<file path="config.mk">
export PLATFORM = sky130hd
export DESIGN_NAME = bric_ctrl
export DESIGN_NICKNAME = d
export VERILOG_FILES = /design/src/rtl/core/bric_pkg.sv /design/src/rtl/core/bric_ctrl.sv
export SDC_FILE = /design/constraint.sdc
export NUM_CORES = 1
export LEC_CHECK = 0
export BUFFER_PORTS_ARGS = -buffer_cell sky130_fd_sc_hd__clkbuf_2
export CAP_MARGIN = 0
export CORE_MARGIN = 10
export CORE_UTILIZATION = 30
export CTS_CLUSTER_DIAMETER = 80
export DETAILED_ROUTE_END_ITERATION = 8
export HOLD_SLACK_MARGIN = 0.08
export MAX_ROUTING_LAYER = met4
export PLACE_DENSITY = 0.61
export SLEW_MARGIN = 30
export SYNTH_ARGS = -nofsm -noshare
export SYNTH_HDL_FRONTEND = slang
export SYNTH_SLANG_ARGS = --single-unit
</file>
<file path="constraint.sdc">
create_clock -name i_clk -period 4.4 [get_ports i_clk]
set_input_delay 0.88 -clock i_clk [delete_from_list [all_inputs] [get_ports i_clk]]
set_output_delay 0.88 -clock i_clk [all_outputs]
set_load 0.02 [all_outputs]
</file>
<file path="src/rtl/core/bric_pkg.sv">
// Shared types and constants of the reprojection inlier check
`default_nettype none
package bric_pkg;

    localparam int MAX_POINTS_DEF = 1024;
    localparam int NCOEF          = 24;
    localparam int INV_BASE       = 12;
    localparam int CFG_W          = 31;
    localparam int CFG_AW         = 3;
    localparam int IN_DATA_W      = 296;
    localparam int DIV_NW         = 63;
    localparam int DIV_DW         = 32;

    localparam logic [CFG_W-1:0] FOCAL_RST    = 31'd33554432;
    localparam logic [CFG_W-1:0] CENTER_X_RST = 31'd20971520;
    localparam logic [CFG_W-1:0] CENTER_Y_RST = 31'd15728640;
    localparam logic [31:0]      ERR_SAT      = 32'hFFFF_FFFF;

    localparam logic REQ_POINT = 1'b0;
    localparam logic REQ_LOAD  = 1'b1;

    typedef enum logic [CFG_AW-1:0] {
        REG_FX1, REG_FY1, REG_CX1, REG_CY1,
        REG_FX2, REG_FY2, REG_CX2, REG_CY2
    } t_cfg_reg;

    typedef enum logic [1:0] {
        MUL_COEF, MUL_FOCAL, MUL_SQ
    } t_mul_sel;

    // controller to datapath
    typedef struct packed {
        logic     cap;
        logic     acc_init;
        logic     acc_add;
        logic     tr_store;
        logic     mul_en;
        t_mul_sel mul_sel;
        logic     div_start;
        logic     pix_store;
        logic     sq_add;
        logic     err_store;
        logic     out_load;
        logic     tsel;
        logic [1:0] row;
        logic [1:0] col;
        logic     img;
        logic     axis;
        logic     side;
    } t_cmd;

    // datapath to controller
    typedef struct packed {
        logic div_done;
        logic out_free;
    } t_stat;

endpackage
`default_nettype wire

</file>
<file path="src/rtl/core/bric_ctrl.sv">
// Controller: sequences transform, projection and error steps per item
`default_nettype none
module bric_ctrl (
    input  wire logic            i_clk,
    input  wire logic            i_rst_n,
    input  wire logic            i_valid,
    input  wire logic            i_req_type,
    output logic                 o_ready,
    output logic                 o_load_we,
    output bric_pkg::t_cmd       o_cmd,
    input  wire bric_pkg::t_stat i_stat
);
    import bric_pkg::*;

    typedef enum logic [3:0] {
        S_IDLE, S_TR_INIT, S_TR_MUL, S_TR_ADD, S_TR_STORE,
        S_PX_MUL, S_PX_DIV, S_PX_WAIT,
        S_SQ_XM, S_SQ_XA, S_SQ_YM, S_SQ_YA, S_ERR, S_OUT
    } t_state;

    t_state     r_state;
    logic       r_tsel, r_img, r_axis, r_side;
    logic [1:0] r_row, r_col;
    logic       accept;

    assign o_ready   = (r_state == S_IDLE);
    assign accept    = i_valid && o_ready;
    assign o_load_we = accept && (i_req_type == REQ_LOAD);

    // state and step counters
    always_ff @(posedge i_clk) begin
        if (!i_rst_n) begin
            r_state <= S_IDLE;
            r_tsel  <= 1'b0;
            r_row   <= '0;
            r_col   <= '0;
            r_img   <= 1'b0;
            r_axis  <= 1'b0;
            r_side  <= 1'b0;
        end else begin
            case (r_state)
                S_IDLE: begin
                    if (accept && (i_req_type == REQ_POINT)) begin
                        r_state <= S_TR_INIT;
                        r_tsel  <= 1'b0;
                        r_row   <= '0;
                    end
                end
                S_TR_INIT: begin
                    r_col   <= '0;
                    r_state <= S_TR_MUL;
                end
                S_TR_MUL: r_state <= S_TR_ADD;
                S_TR_ADD: begin
                    if (r_col == 2'd2) begin
                        r_state <= S_TR_STORE;
                    end else begin
                        r_col   <= r_col + 1'b1;
                        r_state <= S_TR_MUL;
                    end
                end
                S_TR_STORE: begin
                    if (r_row == 2'd2) begin
                        r_row <= '0;
                        if (r_tsel) begin
                            r_img   <= 1'b0;
                            r_axis  <= 1'b0;
                            r_side  <= 1'b0;
                            r_state <= S_PX_MUL;
                        end else begin
                            r_tsel  <= 1'b1;
                            r_state <= S_TR_INIT;
                        end
                    end else begin
                        r_row   <= r_row + 1'b1;
                        r_state <= S_TR_INIT;
                    end
                end
                S_PX_MUL: r_state <= S_PX_DIV;
                S_PX_DIV: r_state <= S_PX_WAIT;
                S_PX_WAIT: begin
                    if (i_stat.div_done) begin
                        r_side <= !r_side;
                        if (r_side) begin
                            r_axis  <= !r_axis;
                            r_state <= r_axis ? S_SQ_XM : S_PX_MUL;
                        end else begin
                            r_state <= S_PX_MUL;
                        end
                    end
                end
                S_SQ_XM: r_state <= S_SQ_XA;
                S_SQ_XA: r_state <= S_SQ_YM;
                S_SQ_YM: r_state <= S_SQ_YA;
                S_SQ_YA: r_state <= S_ERR;
                S_ERR: begin
                    if (r_img) begin
                        r_state <= S_OUT;
                    end else begin
                        r_img   <= 1'b1;
                        r_state <= S_PX_MUL;
                    end
                end
                S_OUT: begin
                    if (i_stat.out_free) r_state <= S_IDLE;
                end
                default: r_state <= S_IDLE;
            endcase
        end
    end

    // command decode
    always_comb begin
        o_cmd         = '0;
        o_cmd.mul_sel = MUL_COEF;
        o_cmd.tsel    = r_tsel;
        o_cmd.row     = r_row;
        o_cmd.col     = r_col;
        o_cmd.img     = r_img;
        o_cmd.axis    = r_axis;
        o_cmd.side    = r_side;
        o_cmd.cap     = accept && (i_req_type == REQ_POINT);
        case (r_state)
            S_TR_INIT: begin
                o_cmd.col      = 2'd3;
                o_cmd.acc_init = 1'b1;
            end
            S_TR_MUL:   o_cmd.mul_en   = 1'b1;
            S_TR_ADD:   o_cmd.acc_add  = 1'b1;
            S_TR_STORE: o_cmd.tr_store = 1'b1;
            S_PX_MUL: begin
                o_cmd.mul_en  = 1'b1;
                o_cmd.mul_sel = MUL_FOCAL;
            end
            S_PX_DIV:  o_cmd.div_start = 1'b1;
            S_PX_WAIT: o_cmd.pix_store = i_stat.div_done;
            S_SQ_XM: begin
                o_cmd.axis    = 1'b0;
                o_cmd.mul_en  = 1'b1;
                o_cmd.mul_sel = MUL_SQ;
            end
            S_SQ_XA: begin
                o_cmd.axis   = 1'b0;
                o_cmd.sq_add = 1'b1;
            end
            S_SQ_YM: begin
                o_cmd.axis    = 1'b1;
                o_cmd.mul_en  = 1'b1;
                o_cmd.mul_sel = MUL_SQ;
            end
            S_SQ_YA: begin
                o_cmd.axis   = 1'b1;
                o_cmd.sq_add = 1'b1;
            end
            S_ERR:   o_cmd.err_store = 1'b1;
            S_OUT:   o_cmd.out_load  = i_stat.out_free;
            default: ;
        endcase
    end

endmodule
`default_nettype wire

</file>
==> metrics <==
total grt overflow 0; Total Neg Setup Slack 0 ns; ys flop type dfxtp_1; Worst Hold End r_axis$_SDFFE_PN0P_; Setup crit start kind register; Netlist cell types 45; CTS max path bufs 2; RePlAce Congestion 0.816; drt via density 5.38; multi-input logic area 602 um2; CTS tree built; Max Fanout on Critical Path 19; synthesized area per cell 7.52 um2; status finished, final reports clean; max cap viols 0; post-synthesis sequential area ratio 25.8%; Synth-to-Final Area Change 15.2%; worst-margin pin slew 0.768 ns; vias in the first global route 855; DRC errors left 0; Hold Path Depth 2; chip width 75.7 um; Layout Cells excl Fill 176; crit path time final 2.76 ns; Post-Route WL 2.31 mm; sequential fraction of design power 45.9%; nets 151; top cell type by total area after synthesis dfxtp_1; Rel. slew slack 48.7%; Sw Ratio 32.0%; Worst-path clk slew 0.09 ns; RSZ-0062 raised after global routing no; number of DRC markers in iteration 0 59; TritonCTS buffer count 3; I/O pins 28; Mapped Cells 124; WP data required 3.52 ns; final setup violating endpoints 0; dominant cells by area after synthesis dfxtp_1, nand2_1, nor2_1; Power Dens Cells 250 nW/um2; clock power share 35.3%; Post-synth EDFFs 0; DR vias 946; Final Hold Fails 0; Crit. End Element output port; worst vdd ir 61.7 uV; kind of critical path register to output port; CP Data Arrival Time 1.88 ns; syn_nets 131; Crit. Startpoint r_state[2]$_SDFFE_PN0P_; number of hold buffers added after CTS 0; buffer count from post-CTS setup fixing 0; Port Buffers 27; Cell Area, Synth 932 um2; htree depth 1; die area 5740 um2; # rows 20; first-pass GRT wire length 3.83 mm; Pint 0.000182 W; largest net degree at the start of global routing 25; Slew Limit Fails 0; Detail Placement HPWL 1.72 mm; register area 240 um2; filler instances 332; Hold Path Origin r_axis$_SDFFE_PN0P_; hold crit path type register to register; sw power 0.0000858 W; share of layout cells above drive strength 1 28.0%; CTS root buf clkbuf_4; area share of the largest cell type after synthesis 25.8%; crit share post-route 62.8%; Fin Clk Skew 0.00350 ns; initial antenna violation count 0; FF-to-FF path depth 5; FFs w/ async S/R, synth 0%; synth warn 0; synthesized flop and latch total 12; post_cts resized 0; gr usage total 8.84%; fmax 0.362 GHz; Lkg Pwr 0.468 nW; Inst Count DP 172; clock sinks 12; Starting Density 31.0%; flop-to-flop setup slack 2.46 ns; Reg2Reg Capture Point r_img$_SDFFE_PN0P_; Core Region 3000 um2; ant diodes 0; Die H 75.7 um; FF-to-FF Start r_state[2]$_SDFFE_PN0P_; Clock Latency Late Sink 0.28 ns; DRT antenna net count 0; drt wl/cell 13.1 um; DRT Pass-1 Iters 4; Logic pwr share 18.8%
==> worst max-delay path, stage by stage (launching register included) <==
cell	delay [ns]
dfxtp_1	0.74
or4b_4	0.57
inv_2	0.12
clkbuf_2	0.18
==> synth_stat cells (3+ instances only) <==
| library cell | instances |
|---|---|
| buf_2 | 3 |
| dfxtp_1 | 12 |
| nand2_1 | 19 |
| a21boi_0 | 3 |
| and2_1 | 4 |
| o21a_1 | 3 |
| a21oi_1 | 4 |
| nor2b_1 | 3 |
| clkbuf_1 | 4 |
| nor3b_1 | 3 |
| nor2_1 | 10 |
| or2_2 | 3 |
| buf_4 | 4 |
| o21ai_0 | 7 |
| inv_1 | 4 |
==> area by class of cell <==
cell class,instances,area share (%)
Tap cell,33,3.85
Clock buffer,4,3.38
Sequential cell,12,22.4
Multi-Input combinational cell,95,56.1
Timing Repair Buffer,27,12.6
Inverter,5,1.75
==> flip-flops by register name (all words and copies together) (netlist names) <==
name	cells
r_row	2
r_col	2
r_state	4
r_side	1
r_tsel	1
r_axis	1
r_img	1
==> power groups by stage <==
stage | sequential, W | clock (W) | combinational [W]
finish | 0.000123 | 0.0000948 | 0.0000503
global route | 0.000125 | 0.0000997 | 0.0000559
CTS | 0.000123 | 0.0000959 | 0.0000511
detailed placement | 0.000126 | 0 | 0.0000509
global placement | 0.000125 | 0 | 0.0000507
floorplan | 0.000116 | 0 | 0.0000465
==> through the flow <==
| step | utilization (%) | hold slack, ns | setup slack (ns) | area (um2) | power [W] |
|---|---|---|---|---|---|
| 2_1_floorplan | - | 0.462 | 1.68 | 932 | 0.000162 |
| 3_3_place_gp | 34.5 | 0.479 | 2.01 | 1040 | 0.000176 |
| 3_5_place_dp | 34.5 | 0.498 | 1.95 | 1040 | 0.000177 |
| 4_1_cts | 35.8 | 0.511 | 1.65 | 1070 | 0.000270 |
| 5_1_grt | 35.8 | 0.539 | 1.48 | 1070 | 0.000280 |
| 6_report | 35.8 | 0.509 | 1.64 | 1070 | 0.000268 |
==> how the worst max path moves through the flow <==
stage	cells after the start	slack (ns)	endpoint
floorplan	4	1.68	o_cmd[3]
global placement	4	2.01	o_cmd[19]
detailed placement	3	1.95	o_cmd[16]
CTS	3	1.65	o_cmd[17]
global route	3	1.48	o_cmd[17]
finish	3	1.64	o_cmd[16]
==> cell families (layout without fill, tap and decap cells) <==
logic type / count (synthesis) / after routing / share of synthesized area, %
simple gates: 65 / 65 / 41.7
compound gates: 28 / 28 / 20.3
buf+inv: 17 / 36 / 9.66
flops: 12 / 12 / 25.8
fa+ha+maj: 1 / 1 / 1.34
mux: 1 / 1 / 1.21
==> layer usage <==
| layer | up-vias | share of wire [%] | GRT usage (%) |
|---|---|---|---|
| met5 | - | 0 | - |
| met3 | 5 | 5.4 | 2.21 |
| met1 | 434 | 43 | 9.84 |
| met4 | 0 | 2.5 | 5.57 |
| li1 | 481 | - | - |
| met2 | 26 | 49 | 13.9 |
==> placed cells by master (no fill, tap or decap), types with 2 or more instances in the layout <==
| master | instances |
|---|---|
| nor3b_1 | 3 |
| nand4b_1 | 2 |
| and2_1 | 4 |
| and3_1 | 2 |
| inv_1 | 4 |
| a21oi_1 | 4 |
| dfxtp_1 | 12 |
| nor3_1 | 2 |
| nand2_1 | 19 |
| nand3_1 | 2 |
| o21ai_0 | 7 |
| clkbuf_4 | 3 |
| nor2_1 | 10 |
| nand4_1 | 2 |
| nor2b_1 | 3 |
| a21boi_0 | 3 |
| nand2b_1 | 2 |
| o2111a_1 | 2 |
| o21a_1 | 3 |
| or2_2 | 3 |
| clkbuf_2 | 27 |
| o211ai_1 | 2 |
Power figures use the tool's default switching activity.
